<file path="src/pdcs_pkg.sv">
// Shared constants, codes and helper functions for the source capability selector.
package pdcs_pkg;

	// table geometry
	localparam int NUM_ENTRIES    = 13;
	localparam int EXTENDED_START = 7;
	localparam int ADDR_W         = (NUM_ENTRIES > 1) ? $clog2(NUM_ENTRIES) : 1;

	// field widths
	localparam int CMD_W   = 1;
	localparam int INDEX_W = 4;
	localparam int WORD_W  = 16;
	localparam int TV_W    = 13;
	localparam int TC_W    = 10;
	localparam int NUM_W   = 4;
	localparam int VSEL_W  = 8;
	localparam int CSEL_W  = 4;

	// configuration port
	localparam int APB_ADDR_W = 3;
	localparam int APB_DATA_W = 32;
	localparam logic REG_LIMIT_CURRENT = 1'b0;

	// request commands
	typedef enum logic [CMD_W-1:0] {
		CMD_LOAD    = 1'b0,
		CMD_REQUEST = 1'b1
	} cmd_t;

	// voltage steps and minimum voltages, 10 mV units
	localparam logic [13:0] STEP_STD  = 14'd10;
	localparam logic [13:0] STEP_EXT  = 14'd20;
	localparam logic [13:0] VMIN_STD  = 14'd330;
	localparam logic [13:0] VMIN_EXT  = 14'd1500;

	// reciprocal of ten: x * RECIP10 >> RECIP10_SH is exact for 13-bit x
	localparam logic [15:0] RECIP10    = 16'd52429;
	localparam int          RECIP10_SH = 19;

	// smallest (target - 100) that gives current code k+1
	localparam logic [8:0] LIMIT_THR [15] = '{
		9'd14,  9'd40,  9'd67,  9'd94,  9'd120,
		9'd147, 9'd174, 9'd200, 9'd227, 9'd254,
		9'd280, 9'd307, 9'd334, 9'd360, 9'd387
	};

	// maximum current of an entry's current code, 10 mA units
	function automatic logic [9:0] entry_imax(input logic [CSEL_W-1:0] code);
		logic [9:0] imax;
		case (code)
			4'd0:    imax = 10'd125;
			4'd15:   imax = 10'd500;
			default: imax = 10'd125 + 10'(code) * 10'd25;
		endcase
		return imax;
	endfunction

	// current code derived from the target current
	function automatic logic [CSEL_W-1:0] limited_code(input logic [TC_W-1:0] tc);
		logic [CSEL_W-1:0] code;
		logic [8:0]        d;
		d    = 9'(tc - 10'd100);
		code = '0;
		if (tc >= 10'd500) begin
			code = 4'd15;
		end else if (tc > 10'd100) begin
			for (int k = 0; k < 15; k++) begin
				if (d >= LIMIT_THR[k]) begin
					code = 4'(k + 1);
				end
			end
		end
		return code;
	endfunction

endpackage

</file>
<file path="src/pdcs_if.sv">
// Request and result channel interfaces of the source capability selector.
interface pdcs_req_if;
	logic                             valid;
	logic                             ready;
	logic [pdcs_pkg::CMD_W-1:0]       command;
	logic [pdcs_pkg::INDEX_W-1:0]     entry_index;
	logic [pdcs_pkg::WORD_W-1:0]      capability_word;
	logic [pdcs_pkg::TV_W-1:0]        req_voltage;
	logic [pdcs_pkg::TC_W-1:0]        req_current;
	logic                             current_given;

	modport source (
		output valid, command, entry_index, capability_word,
		       req_voltage, req_current, current_given,
		input  ready
	);
	modport sink (
		input  valid, command, entry_index, capability_word,
		       req_voltage, req_current, current_given,
		output ready
	);
endinterface

interface pdcs_rsp_if;
	logic                             valid;
	logic                             ready;
	logic                             found;
	logic [pdcs_pkg::NUM_W-1:0]       entry_number;
	logic [pdcs_pkg::VSEL_W-1:0]      voltage_select;
	logic [pdcs_pkg::CSEL_W-1:0]      current_select;
	logic [pdcs_pkg::WORD_W-1:0]      request_word;

	modport source (
		output valid, found, entry_number, voltage_select, current_select, request_word,
		input  ready
	);
	modport sink (
		input  valid, found, entry_number, voltage_select, current_select, request_word,
		output ready
	);
endinterface

</file>
<file path="src/pdcs_ram.sv">
// Generic single-write, single-read RAM with registered read data.
module pdcs_ram #(
	parameter int WIDTH = 16,
	parameter int DEPTH = 16
) (
	input  logic                                   clk,
	input  logic                                   we,
	input  logic [((DEPTH > 1) ? $clog2(DEPTH) : 1)-1:0] waddr,
	input  logic [WIDTH-1:0]                       wdata,
	input  logic [((DEPTH > 1) ? $clog2(DEPTH) : 1)-1:0] raddr,
	output logic [WIDTH-1:0]                       rdata
);

	logic [WIDTH-1:0] mem [DEPTH];

	// write port and registered read port
	always_ff @(posedge clk) begin
		if (we) begin
			mem[waddr] <= wdata;
		end
		rdata <= mem[raddr];
	end

endmodule

</file>
<file path="src/pd_source_capability_selector.sv">
// Top level: capability table, request scan sequencer and result register.
// A load writes the table on acceptance; the next request is accepted the following cycle.
// A scan request reads the table from entry 0 in order and stops at the first match or
// after the last entry; its result goes via the result register to the output register,
// which must be free first; then a new request is accepted. Reset clears the per-entry
// valid bits (table reads as all zero, nothing detected) and the current limit register.
module pd_source_capability_selector (
	input  logic                               clk,
	input  logic                               arst_n,
	pdcs_req_if.sink                           req,
	pdcs_rsp_if.source                         rsp,
	input  logic                               psel,
	input  logic                               penable,
	input  logic                               pwrite,
	input  logic [pdcs_pkg::APB_ADDR_W-1:0]    paddr,
	input  logic [pdcs_pkg::APB_DATA_W-1:0]    pwdata,
	output logic [pdcs_pkg::APB_DATA_W-1:0]    prdata,
	output logic                               pready
);

	typedef enum logic [2:0] {
		ST_IDLE   = 3'b001,
		ST_SCAN   = 3'b010,
		ST_FINISH = 3'b100
	} state_t;

	localparam logic [pdcs_pkg::ADDR_W-1:0] LAST_ADDR =
		pdcs_pkg::ADDR_W'(pdcs_pkg::NUM_ENTRIES - 1);

	state_t state_q;

	// configuration register
	logic limit_q;
	logic cfg_hit;

	assign pready  = 1'b1;
	assign cfg_hit = (paddr[2] == pdcs_pkg::REG_LIMIT_CURRENT);
	assign prdata  = cfg_hit ? {{(pdcs_pkg::APB_DATA_W-1){1'b0}}, limit_q} : '0;

	always_ff @(posedge clk or negedge arst_n) begin
		if (!arst_n) begin
			limit_q <= 1'b0;
		end else if (psel && penable && pwrite && pready && cfg_hit) begin
			limit_q <= pwdata[0];
		end
	end

	// input handshake
	logic req_fire;
	logic load_fire;
	logic scan_fire;
	logic idx_ok;

	assign req.ready = (state_q == ST_IDLE);
	assign req_fire  = req.valid && req.ready;
	assign idx_ok    = ({1'b0, req.entry_index} < 5'(pdcs_pkg::NUM_ENTRIES));
	assign load_fire = req_fire && (req.command == pdcs_pkg::CMD_LOAD) && idx_ok;
	assign scan_fire = req_fire && (req.command == pdcs_pkg::CMD_REQUEST);

	// capability table and valid bits
	logic [pdcs_pkg::ADDR_W-1:0]        rd_addr_q;
	logic [pdcs_pkg::WORD_W-1:0]        rdata;
	logic [pdcs_pkg::NUM_ENTRIES-1:0]   valid_q;

	pdcs_ram #(
		.WIDTH (pdcs_pkg::WORD_W),
		.DEPTH (pdcs_pkg::NUM_ENTRIES)
	) u_table (
		.clk   (clk),
		.we    (load_fire),
		.waddr (req.entry_index[pdcs_pkg::ADDR_W-1:0]),
		.wdata (req.capability_word),
		.raddr (rd_addr_q),
		.rdata (rdata)
	);

	always_ff @(posedge clk or negedge arst_n) begin
		if (!arst_n) begin
			valid_q <= '0;
		end else if (load_fire) begin
			valid_q[req.entry_index[pdcs_pkg::ADDR_W-1:0]] <= 1'b1;
		end
	end

	// request operands, with division and current limit worked out at acceptance
	logic [pdcs_pkg::TV_W-1:0]   tv_q;
	logic [pdcs_pkg::TC_W-1:0]   tc_q;
	logic                        given_q;
	logic [pdcs_pkg::VSEL_W-1:0] vsel10_q;
	logic [pdcs_pkg::VSEL_W-1:0] vsel20_q;
	logic [pdcs_pkg::CSEL_W-1:0] lim_q;
	logic [28:0]                 div_prod;
	logic [9:0]                  div10;
	logic [9:0]                  div20;

	assign div_prod = 29'(req.req_voltage) * 29'(pdcs_pkg::RECIP10);
	assign div10    = div_prod[pdcs_pkg::RECIP10_SH +: 10];
	assign div20    = div10 >> 1;

	always_ff @(posedge clk) begin
		if (scan_fire) begin
			tv_q     <= req.req_voltage;
			tc_q     <= req.req_current;
			given_q  <= req.current_given;
			vsel10_q <= (div10 > 10'd255) ? 8'hFF : div10[7:0];
			vsel20_q <= (div20 > 10'd255) ? 8'hFF : div20[7:0];
			lim_q    <= pdcs_pkg::limited_code(req.req_current);
		end
	end

	// entry evaluation on the word just read
	logic                        eval_valid_s1;
	logic [pdcs_pkg::ADDR_W-1:0] idx_s1;
	logic [pdcs_pkg::WORD_W-1:0] w;
	logic                        ext;
	logic [13:0]                 step;
	logic [13:0]                 vmax;
	logic [13:0]                 vmin;
	logic [13:0]                 tv14;
	logic                        fixed_match;
	logic                        var_match;
	logic                        cur_ok;
	logic                        hit;
	logic [4:0]                  num_full;
	logic [pdcs_pkg::VSEL_W-1:0] vsel;
	logic [pdcs_pkg::CSEL_W-1:0] csel;

	always_comb begin
		w    = valid_q[idx_s1] ? rdata : '0;
		ext  = (5'(idx_s1) >= 5'(pdcs_pkg::EXTENDED_START));
		step = ext ? pdcs_pkg::STEP_EXT : pdcs_pkg::STEP_STD;
		vmax = 14'(w[7:0]) * step;
		tv14 = 14'(tv_q);
		vmin = '0;
		if (w[9:8] == 2'd1 || w[9:8] == 2'd2) begin
			vmin = ext ? pdcs_pkg::VMIN_EXT : pdcs_pkg::VMIN_STD;
		end
		fixed_match = (vmax <= tv14 + step) && (tv14 <= vmax + step);
		var_match   = (tv14 + 14'd1 >= vmin) && (tv14 <= vmax + 14'd1);
		cur_ok      = !given_q ||
			(11'(pdcs_pkg::entry_imax(w[13:10])) + 11'd1 >= 11'(tc_q));
		hit         = w[15] && (w[14] ? var_match : fixed_match) && cur_ok;
		num_full    = 5'(idx_s1) + 5'd1;
		vsel        = w[14] ? (ext ? vsel20_q : vsel10_q) : 8'hFF;
		csel        = (limit_q && given_q && (lim_q < w[13:10])) ? lim_q : w[13:10];
	end

	// scan sequencer
	logic                        issue_q;
	logic                        res_found_q;
	logic [pdcs_pkg::NUM_W-1:0]  res_num_q;
	logic [pdcs_pkg::VSEL_W-1:0] res_vsel_q;
	logic [pdcs_pkg::CSEL_W-1:0] res_csel_q;
	logic                        out_valid_q;
	logic                        out_free;

	assign out_free = !out_valid_q || rsp.ready;

	always_ff @(posedge clk or negedge arst_n) begin
		if (!arst_n) begin
			state_q       <= ST_IDLE;
			issue_q       <= 1'b0;
			eval_valid_s1 <= 1'b0;
			rd_addr_q     <= '0;
			idx_s1        <= '0;
		end else begin
			case (state_q)
				ST_IDLE: begin
					if (scan_fire) begin
						state_q       <= ST_SCAN;
						rd_addr_q     <= '0;
						issue_q       <= 1'b1;
						eval_valid_s1 <= 1'b0;
					end
				end
				ST_SCAN: begin
					eval_valid_s1 <= issue_q;
					idx_s1        <= rd_addr_q;
					if (issue_q) begin
						if (rd_addr_q == LAST_ADDR) begin
							issue_q <= 1'b0;
						end else begin
							rd_addr_q <= rd_addr_q + pdcs_pkg::ADDR_W'(1);
						end
					end
					if (eval_valid_s1 && (hit || idx_s1 == LAST_ADDR)) begin
						state_q       <= ST_FINISH;
						issue_q       <= 1'b0;
						eval_valid_s1 <= 1'b0;
					end
				end
				ST_FINISH: begin
					if (out_free) begin
						state_q <= ST_IDLE;
					end
				end
				default: begin
					state_q <= ST_IDLE;
				end
			endcase
		end
	end

	// scan result, all zero on a miss
	always_ff @(posedge clk) begin
		if (state_q == ST_SCAN && eval_valid_s1 && (hit || idx_s1 == LAST_ADDR)) begin
			res_found_q <= hit;
			res_num_q   <= hit ? num_full[3:0] : '0;
			res_vsel_q  <= hit ? vsel : '0;
			res_csel_q  <= hit ? csel : '0;
		end
	end

	// output register
	logic                        load_out;
	logic                        o_found_q;
	logic [pdcs_pkg::NUM_W-1:0]  o_num_q;
	logic [pdcs_pkg::VSEL_W-1:0] o_vsel_q;
	logic [pdcs_pkg::CSEL_W-1:0] o_csel_q;

	assign load_out = (state_q == ST_FINISH) && out_free;

	always_ff @(posedge clk or negedge arst_n) begin
		if (!arst_n) begin
			out_valid_q <= 1'b0;
		end else if (load_out) begin
			out_valid_q <= 1'b1;
		end else if (rsp.ready) begin
			out_valid_q <= 1'b0;
		end
	end

	always_ff @(posedge clk) begin
		if (load_out) begin
			o_found_q <= res_found_q;
			o_num_q   <= res_num_q;
			o_vsel_q  <= res_vsel_q;
			o_csel_q  <= res_csel_q;
		end
	end

	assign rsp.valid          = out_valid_q;
	assign rsp.found          = o_found_q;
	assign rsp.entry_number   = o_num_q;
	assign rsp.voltage_select = o_vsel_q;
	assign rsp.current_select = o_csel_q;
	assign rsp.request_word   = {o_num_q, o_csel_q, o_vsel_q};

endmodule
</file>
<file path="src/flat_wrapper.sv">
// flat-port wrapper written by rule: the top's interface ports become plain ports
module pd_source_capability_selector_flat 
  (clk, arst_n, psel, penable, pwrite, paddr, pwdata, prdata, pready, req_valid, req_command, req_entry_index, req_capability_word, req_req_voltage, req_req_current, req_current_given, req_ready, rsp_valid, rsp_found, rsp_entry_number, rsp_voltage_select, rsp_current_select, rsp_request_word, rsp_ready);
  pdcs_req_if req_i ();
  pdcs_rsp_if rsp_i ();
  input  logic clk;
  input  logic arst_n;
  input  logic psel;
  input  logic penable;
  input  logic pwrite;
  input  logic [pdcs_pkg::APB_ADDR_W-1:0] paddr;
  input  logic [pdcs_pkg::APB_DATA_W-1:0] pwdata;
  output logic [pdcs_pkg::APB_DATA_W-1:0] prdata;
  output logic pready;
  input wire logic [$bits(req_i.valid)-1:0] req_valid;
  input wire logic [$bits(req_i.command)-1:0] req_command;
  input wire logic [$bits(req_i.entry_index)-1:0] req_entry_index;
  input wire logic [$bits(req_i.capability_word)-1:0] req_capability_word;
  input wire logic [$bits(req_i.req_voltage)-1:0] req_req_voltage;
  input wire logic [$bits(req_i.req_current)-1:0] req_req_current;
  input wire logic [$bits(req_i.current_given)-1:0] req_current_given;
  output wire logic [$bits(req_i.ready)-1:0] req_ready;
  output wire logic [$bits(rsp_i.valid)-1:0] rsp_valid;
  output wire logic [$bits(rsp_i.found)-1:0] rsp_found;
  output wire logic [$bits(rsp_i.entry_number)-1:0] rsp_entry_number;
  output wire logic [$bits(rsp_i.voltage_select)-1:0] rsp_voltage_select;
  output wire logic [$bits(rsp_i.current_select)-1:0] rsp_current_select;
  output wire logic [$bits(rsp_i.request_word)-1:0] rsp_request_word;
  input wire logic [$bits(rsp_i.ready)-1:0] rsp_ready;
  assign req_i.valid = req_valid;
  assign req_i.command = req_command;
  assign req_i.entry_index = req_entry_index;
  assign req_i.capability_word = req_capability_word;
  assign req_i.req_voltage = req_req_voltage;
  assign req_i.req_current = req_req_current;
  assign req_i.current_given = req_current_given;
  assign req_ready = req_i.ready;
  assign rsp_valid = rsp_i.valid;
  assign rsp_found = rsp_i.found;
  assign rsp_entry_number = rsp_i.entry_number;
  assign rsp_voltage_select = rsp_i.voltage_select;
  assign rsp_current_select = rsp_i.current_select;
  assign rsp_request_word = rsp_i.request_word;
  assign rsp_i.ready = rsp_ready;
  pd_source_capability_selector u_core (.clk(clk), .arst_n(arst_n), .req(req_i), .rsp(rsp_i), .psel(psel), .penable(penable), .pwrite(pwrite), .paddr(paddr), .pwdata(pwdata), .prdata(prdata), .pready(pready));
endmodule
</file>
<file path="config.mk">
export PLATFORM = sky130hd
export DESIGN_NAME = pd_source_capability_selector_flat
export DESIGN_NICKNAME = d
export VERILOG_FILES = /design/src/pdcs_pkg.sv /design/src/pdcs_if.sv /design/src/pdcs_ram.sv /design/src/pd_source_capability_selector.sv /design/src/flat_wrapper.sv
export SDC_FILE = /design/constraint.sdc
export NUM_CORES = 1
export LEC_CHECK = 0
export ABC_AREA = 1
export ABC_CLOCK_PERIOD_IN_PS = 6300
export BUFFER_PORTS_ARGS = -buffer_cell sky130_fd_sc_hd__buf_4
export CAP_MARGIN = 20
export CORE_MARGIN = 2
export CORE_UTILIZATION = 30
export DETAILED_ROUTE_END_ITERATION = 6
export GPL_TIMING_DRIVEN = 1
export PLACE_DENSITY = 0.5
export SLEW_MARGIN = 20
export SYNTH_ARGS = -nofsm -noshare
export SYNTH_HDL_FRONTEND = slang
export SYNTH_HIERARCHICAL = 1
export SYNTH_SLANG_ARGS = --single-unit
</file>
<file path="constraint.sdc">
create_clock -name clk -period 6.3 [get_ports clk]
set_clock_uncertainty 0.2 [all_clocks]
set_input_delay 0.315 -clock clk [delete_from_list [all_inputs] [get_ports clk]]
set_output_delay 0.315 -clock clk [all_outputs]
set_load 0.005 [all_outputs]
</file>
==> flow_summary.yaml, run 1 <==
cts:
  cts_tree: "done"
  cts_buffers: 38
  htree_levels: 2
  cts_sinks: 330
  cts_buffer_depth: 3
  root_buffer: "clkbuf_16"
  worstSkewPairLatency_ns: 0.57
  path_clk_slew_ns: 0.06
logic_synthesis:
  ys.flop_type: "edfxtp_1"
  synth-async-reset-ratio_pct: 8.48
  ys_seq_area_share_pct: 45.4
  synth_seq_cells: 330
  synth.avg_cell_area_um2: 9.37
  synth_warnings: 6
  synthCells: 2258
  synth_edf_count: 286
  syn_area_mm2: 0.0211
  synth_cell_types: 63
setup_path:
  required_ns: 6.36
  crit_path_end_kind: "flip-flop"
  worstPathMaxFanout: 12
  worstSetupStartpointType: "flip-flop"
  r2r_cells: 39
  crit_slowest_cell: "fa_1"
  cpMostUsedCell: "nand2_1"
  critPathArrivalTime_ns: 6.00
  crit_path_max_incr_delay_ns: 0.53
  crit_type: "reg2reg"
final_layout:
  multi_input_area_mm2: 0.00976
  final_cells: 3407
  antennaDiodeCount: 0
  layout-drive-gt1-share_pct: 13.2
  area_growth_pct: 18.4
  final_util_pct: 35.8
  nets: 2778
  fillCellCount: 7057
  seqCellArea_mm2: 0.00962
floorplanning:
  num_rows: 97
  top_level_ports: 155
  dieArea_mm2: 0.0726
  start_util_pct: 30.2
  coreArea_mm2: 0.0699
  die_w_um: 269
  die_y_um: 269
placement:
  post-place-cells: 3273
  post-dp-hpwl_mm: 36.7
  portBuffers: 89
  gp_congestion: 0.815
global_route:
  grt_first_pass_wirelength_mm: 83.5
  grt-ovfl-total: 0
  antenna_found_initial: 1
  globalRouteTotalUtil_pct: 14.3
  grt_pass1_vias: 15362
  grt_max_degree: 83
sta:
  report.final.slew_viol_count: 0
  finalCritPeriodShare_pct: 94.2
  period_minus_slack_ns: 5.94
  setup_viol: 0
  tightestPinTransition_ns: 1.09
  fmax_mhz: 168
  hold_violations: 0
  final.setup.tns_ns: 0
  slew_headroom_pct: 27.0
status:
  failed_checks: "design-rule violations"
  status: "finished with violations"
drt:
  ant_nets: 0
  drt_pass1_iterations: 7
  routed_via_density: 4.54
  wl_per_cell_um: 15.5
  drt_iter0_markers: 933
  dr_total_vias: 15472
  drcViolationCount: 1
  wl_mm: 52.7
job:
  cap_violations: 0
min_path:
  min_path_type: "in2async"
## Yosys cell counts (all sizes together), types with 2 or more instances
cell    count  area share [%]
edfxtp    286              41
a31oi      11            0.33
nor2      160             3.0
nand3     195             4.8
ha        197              12
clkbuf     13            0.23
xor2       48             2.2
a221oi      3            0.12
nand4      14            0.41
o221ai      4            0.17
o211ai     22            0.80
a21o        2           0.071
nor4        3           0.089
dfrtp      27             3.2
o31ai       3            0.11
o21a        4            0.14
nand3b      3            0.17
o41ai       2           0.083
inv       406             7.2
o21bai      3            0.11
conb        2           0.036
fa         57             5.4
or3         2           0.059
a21oi      71             1.8
o21ai      69             1.7
buf        85             2.9
xnor2      15            0.66
dfxtp      16             1.5
nor3       26            0.69
or2         6            0.18
a211oi      7            0.25
nand2     486             8.9
## state kept, by name (all words and copies together) (netlist names), 3 cells and up
| signal | flops |
|---|---|
| u_core/rsp.entry_number | 4 |
| u_core/tv_q | 13 |
| u_core/rd_addr_q | 4 |
| u_core/valid_q | 13 |
| u_core/vsel10_q | 8 |
| u_core/res_num_q | 4 |
| u_core/u_table/mem | 208 |
| u_core/res_csel_q | 4 |
| u_core/state_q | 3 |
| u_core/idx_s1 | 4 |
| u_core/u_table/rdata | 16 |
| u_core/rsp.current_select | 4 |
| u_core/tc_q | 10 |
| u_core/vsel20_q | 8 |
| u_core/lim_q | 4 |
| u_core/rsp.voltage_select | 8 |
| u_core/res_vsel_q | 8 |
## kinds of logic after synthesis
family	synth area share, %
AOI/OAI and AO/OA	5.91
other	0.0355
adders and majority gates	17.1
buffers and inverters	10.4
DFF	45.4
xor gates and xnor gates	2.86
and+or+nand+nor	18.3
## metrics by stage
step / cell area [um2] / hold slack (ns) / setup slack [ns]
floorplan: 21300 / -0.181 / 0.00893
global placement: 22900 / 0.0682 / 0.0267
detailed placement: 22900 / 0.0658 / -0.0416
CTS: 24700 / 0.0219 / 0.00739
global route: 25000 / 0.0515 / -0.0600
finish: 25000 / 0.0412 / 0.362
## area by class of cell
class / count / share of cell area, %
clock buffers: 53 / 4.22
inverters: 407 / 6.15
clock inverters: 17 / 0.720
repair buffers: 204 / 6.82
multi-input cells: 1456 / 39.0
well taps: 940 / 4.70
flip-flops and latches: 330 / 38.4
## worst max-delay path: cells and delay by family, from the launching register on
| family | cells | cell delay [ns] |
|---|---|---|
| AND/OR/NAND/NOR | 20 | 1.59 |
| adder cells (fa/ha/maj) | 5 | 1.70 |
| buffers and inverters | 8 | 0.80 |
| flip-flops | 1 | 0.44 |
| XOR/XNOR | 2 | 0.37 |
| AO/OA/AOI/OAI | 4 | 0.51 |
## final timing paths
check / from / end / slack [ns]
setup / recovery: u_core/idx_s1[0] / u_core/res_vsel_q[2] / 0.36
setup reg to reg: u_core/idx_s1[0] / u_core/res_vsel_q[2] / 0.36
hold reg to reg: u_core/res_num_q[1] / u_core/rsp.entry_number[1] / 0.22
hold / removal: arst_n / u_core/valid_q[9] / 0.04
max in group asynchronous: arst_n / u_core/state_q[0] / 5.55
min in group clk: req_valid / u_core/eval_valid_s1 / 0.17
## layer usage
metal,global-route usage [%],up-vias,routed length [um]
li1,-,7667,-
met3,2.45,60,2280
met2,24.2,319,24900
met4,3.35,2,916
met5,0,-,13
met1,19.2,7424,24500
## cell usage in the layout (no fill, tap or decap), types with 6 or more instances in the layout
cell type	n
nand2_1	468
a211oi_1	7
edfxtp_1	286
nand3_2	7
inv_2	14
a21oi_1	62
o21ai_1	15
o211ai_1	21
clkinv_2	7
inv_1	388
nand2_2	12
nor2_2	23
dfxtp_1	16
o21ai_0	49
ha_1	189
clkbuf_16	38
ha_4	8
nand4_1	14
nor3_1	22
fa_1	56
conb_1	35
nor2_1	134
buf_4	141
or2_2	6
nand3_1	186
clkbuf_1	10
xor2_1	41
xnor2_1	13
dfrtp_1	24
a21oi_2	7
nand2_4	6
dlygate4sd3_1	55
a31oi_1	11
buf_6	7
## timing repair
action                                  in CTS  in global routing
buffers inserted                             0                  8
endpoints found under the setup margin      34                 38
resized for setup                            1                 63
hold endpoints to repair                   282                  0
pin swaps                                    0                 22
cloned                                       0                  1
hold buffers                                55                  0
Power of run 1 is not shown: default switching activity piles up to over one toggle a cycle in this logic, so the estimate is an artifact.
==> run 2, diff against run 1 <==
--- a/config.mk
+++ b/config.mk
@@ -7,15 +7,14 @@
 export LEC_CHECK = 0
 export ABC_AREA = 1
 export ABC_CLOCK_PERIOD_IN_PS = 6300
-export BUFFER_PORTS_ARGS = -buffer_cell sky130_fd_sc_hd__buf_4
 export CAP_MARGIN = 20
 export CORE_MARGIN = 2
 export CORE_UTILIZATION = 30
 export DETAILED_ROUTE_END_ITERATION = 6
+export DONT_BUFFER_PORTS = 1
 export GPL_TIMING_DRIVEN = 1
-export PLACE_DENSITY = 0.5
+export PLACE_DENSITY = 0.48
 export SLEW_MARGIN = 20
 export SYNTH_ARGS = -nofsm -noshare
 export SYNTH_HDL_FRONTEND = slang
-export SYNTH_HIERARCHICAL = 1
 export SYNTH_SLANG_ARGS = --single-unit
==> run 2 against run 1 <==
  * Register-to-register slack got worse by 0.12 ns
  * Fmax fell by 1.9%
  * Flip-flop and latch count did not move
  * Final area fell by 4.9%
  * Critical path depth rose by 3
  * Global-route usage rose by 0.21 points
  * Critical path type unchanged
  * The flow now finishes without violations
  * First-iteration DRC count rose by 5.3%
  * Largest cell class is now flip-flops and latches
  * Routed wire length fell by 1.6%
  * Via count fell by 6.4%
  * Final cell count fell by 10%
==> flow_summary.yaml, run 2 <==
setup_path:
  critPathArrivalTime_ns: 6.12
  crit_path_max_incr_delay_ns: 0.53
  crit_path_end_kind: "flip-flop"
  crit_type: "reg2reg"
  worstSetupStartpointType: "flip-flop"
  r2r_start: "u_core.idx_s1[0]"
  crit_slowest_cell: "fa_1"
  worstPathMaxFanout: 8
  regToRegSetupSlack_ns: 0.25
  required_ns: 6.37
  cpMostUsedCell: "nand2_2"
  cp-startpoint: "u_core.idx_s1[0]"
drt:
  wl_mm: 51.8
  routed_via_density: 4.75
  dr_total_vias: 14487
  drcViolationCount: 0
  drt_iter0_markers: 982
  wl_per_cell_um: 17.0
  ant_nets: 0
  drt_pass1_iterations: 5
global_route:
  antenna_found_initial: 5
  grt_first_pass_wirelength_mm: 79.7
  grt-ovfl-total: 0
  grt_pass1_vias: 14272
  grt_max_degree: 91
  globalRouteTotalUtil_pct: 14.6
cts:
  root_buffer: "clkbuf_16"
  path_clk_slew_ns: 0.06
  cts_tree: "done"
  htree_levels: 2
  worstSkewPairLatency_ns: 0.56
  cts_sinks: 330
  cts_buffer_depth: 3
  cts_buffers: 39
logic_synthesis:
  synth_warnings: 0
  synth.top_cell.area_share_pct: 42.5
  synth_top_family_by_area: "adder cells"
  synth-xor-area-share_pct: 2.25
  synthCells: 2039
  syn_area_mm2: 0.0202
  synth.avg_cell_area_um2: 9.91
  synth.area.top_cells: "edfxtp_1, ha_1, fa_1"
  yosys.area_share.simple_pct: 14.1
  ys_seq_area_share_pct: 47.6
  synth-async-reset-ratio_pct: 8.48
  synth_cell_types: 58
  post_synth_mux_area_share_pct: 0
  yosysMostFrequentCell: "nand2_1"
  ys.flop_type: "edfxtp_1"
  synth_seq_cells: 330
  yosysTopAreaCell: "edfxtp_1"
  synth_edf_count: 286
  synth_fa_ha_area_share_pct: 18.2
  yosys-top-cells-count: "nand2_1, edfxtp_1, inv_1, nor2_1, ha_1"
  synth-compound-area-share_pct: 10.0
floorplanning:
  die_y_um: 264
  coreArea_mm2: 0.0669
  num_rows: 95
  die_w_um: 264
  dieArea_mm2: 0.0695
  top_level_ports: 155
  start_util_pct: 30.2
sta:
  finalCritPeriodShare_pct: 96.1
  setup_viol: 0
  fin_ws_ns: 0.246
  hold_violations: 0
  fmax_mhz: 165
  slew_headroom_pct: 38.5
  period_minus_slack_ns: 6.05
  report.final.slew_viol_count: 0
  tightestPinTransition_ns: 0.923
final_layout:
  seqCellArea_mm2: 0.00961
  top_regs: "u_core.u_table.mem x208, u_core.u_table.rdata x16"
  final_cell_mix: "edfxtp_1, nand2_1, inv_1"
  top_register: "u_core.u_table.mem"
  layout-drive-gt1-share_pct: 11.9
  nets: 2495
  fillCellCount: 6679
  largest_reg_flops: 208
  final_common_cell: "edfxtp_1"
  multi_input_area_mm2: 0.00959
  area_growth_pct: 17.8
  final_area_mm2: 0.0238
min_path:
  min_from: "req_command"
  min_path_type: "in2reg"
placement:
  place_area_mm2: 0.0215
  dpl_worst_slack_ns: -0.0526
  portBuffers: 0
  gp_congestion: 0.861
  post-dp-hpwl_mm: 34.4
status:
  status: "finished, final reports clean"
job:
  cap_violations: 0
run 2: cell count changes in the layout (fill, tap and decap cells not counted), sizes merged, moves of 6 or more:
cell and change:
nand2 -186, buf -68, nor2 +71, o211ai -10, xor2 -13, o21ai +118, nand4 +9, o221ai +6
a21oi -7, o22ai +46, inv -137, nand3 -114
run 2: stage by stage:
stage / hold slack [ns] / cells / utilization [%] / setup TNS, ns
2_1_floorplan: -0.181 / 2073 / - / 0
3_3_place_gp: -0.180 / 2916 / 32.1 / -1.02
3_5_place_dp: -0.179 / 2916 / 32.1 / -0.872
4_1_cts: 0.0119 / 3037 / 34.8 / 0
5_1_grt: 0.0187 / 3051 / 35.6 / -2.06
6_report: 0.0286 / 3051 / 35.6 / 0
run 2: layout make-up:
class / instances / area share (%)
diodes: 1 / 0.0105
repair buffers: 134 / 5.17
well taps: 873 / 4.59
inverters: 271 / 4.32
clock buffers: 54 / 4.59
flip-flops and latches: 330 / 40.4
clock inverters: 14 / 0.694
multi-input cells: 1374 / 40.3
run 2: path summary, 6_finish.rpt:
path	endpoint	depth (start not counted)
worst max register to register	u_core.res_vsel_q[0]	42
min in group asynchronous	u_core.valid_q[0]	3
worst min register to register	u_core.rsp.voltage_select[5]	0
worst min-delay path	u_core.u_table.mem[12][13]	2
max in group asynchronous	u_core.rd_addr_q[0]	3
worst max-delay path	u_core.res_vsel_q[0]	42
run 2: timing repair:
action	4_1_cts	5_1_grt
pin swaps	0	40
hold endpoints to repair	280	0
buffers inserted	0	10
gates resized for setup	4	88
hold buffers	53	0
endpoints found under the setup margin	17	38
cloned	0	3
run 2: critical path, delay by kind of cell, from the launching register on:
| family | cells | cell delay, ns |
|---|---|---|
| fa+ha+maj | 5 | 1.89 |
| xor+xnor | 2 | 0.29 |
| buf+inv | 9 | 0.85 |
| simple gates | 24 | 1.85 |
| compound gates | 2 | 0.34 |
| flops | 1 | 0.36 |
run 2: kinds of logic after synthesis:
kind of cell / after synthesis
xor gates and xnor gates: 51
DFF: 330
and+or+nand+nor: 669
other: 2
adders and majority gates: 258
AOI/OAI and AO/OA: 359
buffers and inverters: 370
run 2: metal layers:
metal  track usage, %  routed length [um]  vias to the layer above
met5                0                  41                        -
met4             4.49                1220                        6
met3             2.39                2080                       82
met2             24.6               24800                      284
met1             19.0               23600                     7013
li1                 -                   -                     7102
Power of run 2 is left out for the same reason.
==> run 3, diff against run 2 <==
==> constraint.sdc (replaced) <==
create_clock -name clk -period 6.3 [get_ports clk]
set_clock_uncertainty 0.2 [all_clocks]
set_input_delay 1.26 -clock clk [delete_from_list [all_inputs] [get_ports clk]]
set_output_delay 1.26 -clock clk [all_outputs]
set_load 0.005 [all_outputs]
==> run 3 against run 2 <==
  * Non-clock buffer count decreased by 40
  * Worst setup slack improved by 0.028 ns
  * Flip-flop and latch count stayed put
  * Final area is 1.7% lower
  * Register-to-register slack gained 0.03 ns
  * Highest routed layer is now met4
==> flow_summary.yaml, run 3 (synthesized netlist as in run 2, its figures left out) <==
global_route:
  antenna_found_initial: 2
  grt_first_pass_wirelength_mm: 78.8
  grt_pass1_vias: 14290
  grt_max_degree: 74
  globalRouteTotalUtil_pct: 14.3
  grt-ovfl-total: 0
setup_path:
  crit_buf_inv: 9
  r2r_start: "u_core.idx_s1[0]"
  crit_slowest_cell: "fa_1"
  crit_cells: 42
  worstSetupStartpointType: "flip-flop"
  worstPathMaxFanout: 8
  crit_type: "reg2reg"
  r2r_end: "u_core.res_csel_q[0]"
  cp_top_family: "simple AND/OR/NAND/NOR gates"
  crit_path_end_kind: "flip-flop"
  critPathArrivalTime_ns: 6.11
  required_ns: 6.38
  endpoint: "u_core.res_csel_q[0]"
  crit_path_max_incr_delay_ns: 0.53
  cp-startpoint: "u_core.idx_s1[0]"
  cpMostUsedCell: "nand2_1"
  regToRegSetupSlack_ns: 0.27
  r2r_cells: 42
drt:
  dr_wl_met2_mm: 24.1
  met3WireLength_mm: 2.16
  ant_nets: 0
  drt_pass1_iterations: 7
  wl_mm: 49.8
  drcViolationCount: 0
  top_layer: "met4"
  wl_per_cell_um: 16.5
  met1Wirelength_mm: 22.5
  drt_iter0_markers: 799
  routed_via_density: 4.71
  dr_total_vias: 14174
sta:
  final.setup.tns_ns: 0
  fmax_mhz: 166
  rsz0062_at_grt: "yes"
  tightestPinTransition_ns: 0.867
  period_minus_slack_ns: 6.03
  setup_viol: 0
  finalCritPeriodShare_pct: 95.6
  report.final.slew_viol_count: 0
  hold_violations: 0
  slew_headroom_pct: 42.1
  fin_ws_ns: 0.275
cts:
  htree_levels: 2
  path_clk_slew_ns: 0.06
  cts_sinks: 330
  worstSkewPairLatency_ns: 0.58
  root_buffer: "clkbuf_16"
  cts_buffers: 38
  hold_buffers: 0
  cts_tree: "done"
  cts_buffer_depth: 3
status:
  status: "finished, final reports clean"
final_layout:
  final_common_cell: "edfxtp_1"
  largest_reg_flops: 208
  top_register: "u_core.u_table.mem"
  nets: 2454
  final_cell_mix: "edfxtp_1, nand2_1, inv_1"
  layout-drive-gt1-share_pct: 12.8
  top_regs: "u_core.u_table.mem x208, u_core.u_table.rdata x16"
  antennaDiodeCount: 0
  area_growth_pct: 15.8
  final_util_pct: 35.0
placement:
  post-dp-hpwl_mm: 34.2
  gp_congestion: 0.879
  portBuffers: 0
  dpl_worst_slack_ns: -0.182
floorplanning:
  die_w_um: 264
  coreArea_mm2: 0.0669
  start_util_pct: 30.2
  num_rows: 95
  die_y_um: 264
  dieArea_mm2: 0.0695
  top_level_ports: 155
min_path:
  min_path_type: "in2async"
job:
  cap_violations: 0
==> run 3: cell types whose count changed in the layout (fill, tap and decap cells not counted), sizes merged <==
cell	before	now
dlygate4sd3	51	0
buf	81	93
clkbuf	56	50
inv	270	274
bufinv	3	4
clkinvlp	1	2
diode	1	0
==> run 3: what timing repair did <==
| item | in CTS | in global routing |
|---|---|---|
| pin swaps | 0 | 49 |
| gates cloned | 0 | 2 |
| gates resized for setup | 7 | 87 |
| endpoints found under the hold margin | 0 | 0 |
| endpoints found under the setup margin | 20 | 38 |
| setup buffers | 0 | 5 |
==> run 3: worst min-delay path by stage <==
stage	start	to	slack, ns	cells past startpoint
after CTS	arst_n	u_core.valid_q[8]	0.14	0
after global placement	u_core.res_vsel_q[1]	u_core.rsp.voltage_select[1]	0.21	0
final	arst_n	u_core.valid_q[6]	0.18	0
after global routing	arst_n	u_core.idx_s1[2]	0.15	0
after detailed placement	u_core.res_vsel_q[0]	u_core.rsp.voltage_select[0]	0.21	0
after floorplan	u_core.res_csel_q[0]	u_core.rsp.current_select[0]	0.20	0
==> run 3: cell type report <==
type / count / area (um2)
Timing Repair Buffer: 94 / 758
Clock inverter: 20 / 278
Tap cell: 873 / 1090
Inverter: 271 / 1030
Fill cell: 6707 / 43500
Clock buffer: 49 / 1030
Sequential cell: 330 / 9610
Multi-Input combinational cell: 1374 / 9590
==> run 3: stage by stage <==
stage          cell area, um2  hold slack, ns  cells
3_3_place_gp            21600           0.206   2935
5_1_grt                 23400           0.146   3011
4_1_cts                 22900           0.138   3004
6_report                23400           0.178   3011
2_1_floorplan           20300           0.200   2073
3_5_place_dp            21600           0.206   2935
==> run 3: metal layers <==
layer  track usage [%]  vias to the layer above
li1                  -                     7023
met1              18.4                     6829
met2              24.7                      267
met3              2.44                       55
met4              4.08                        0
met5                 0                        -
Power of run 3 is left out for the same reason.
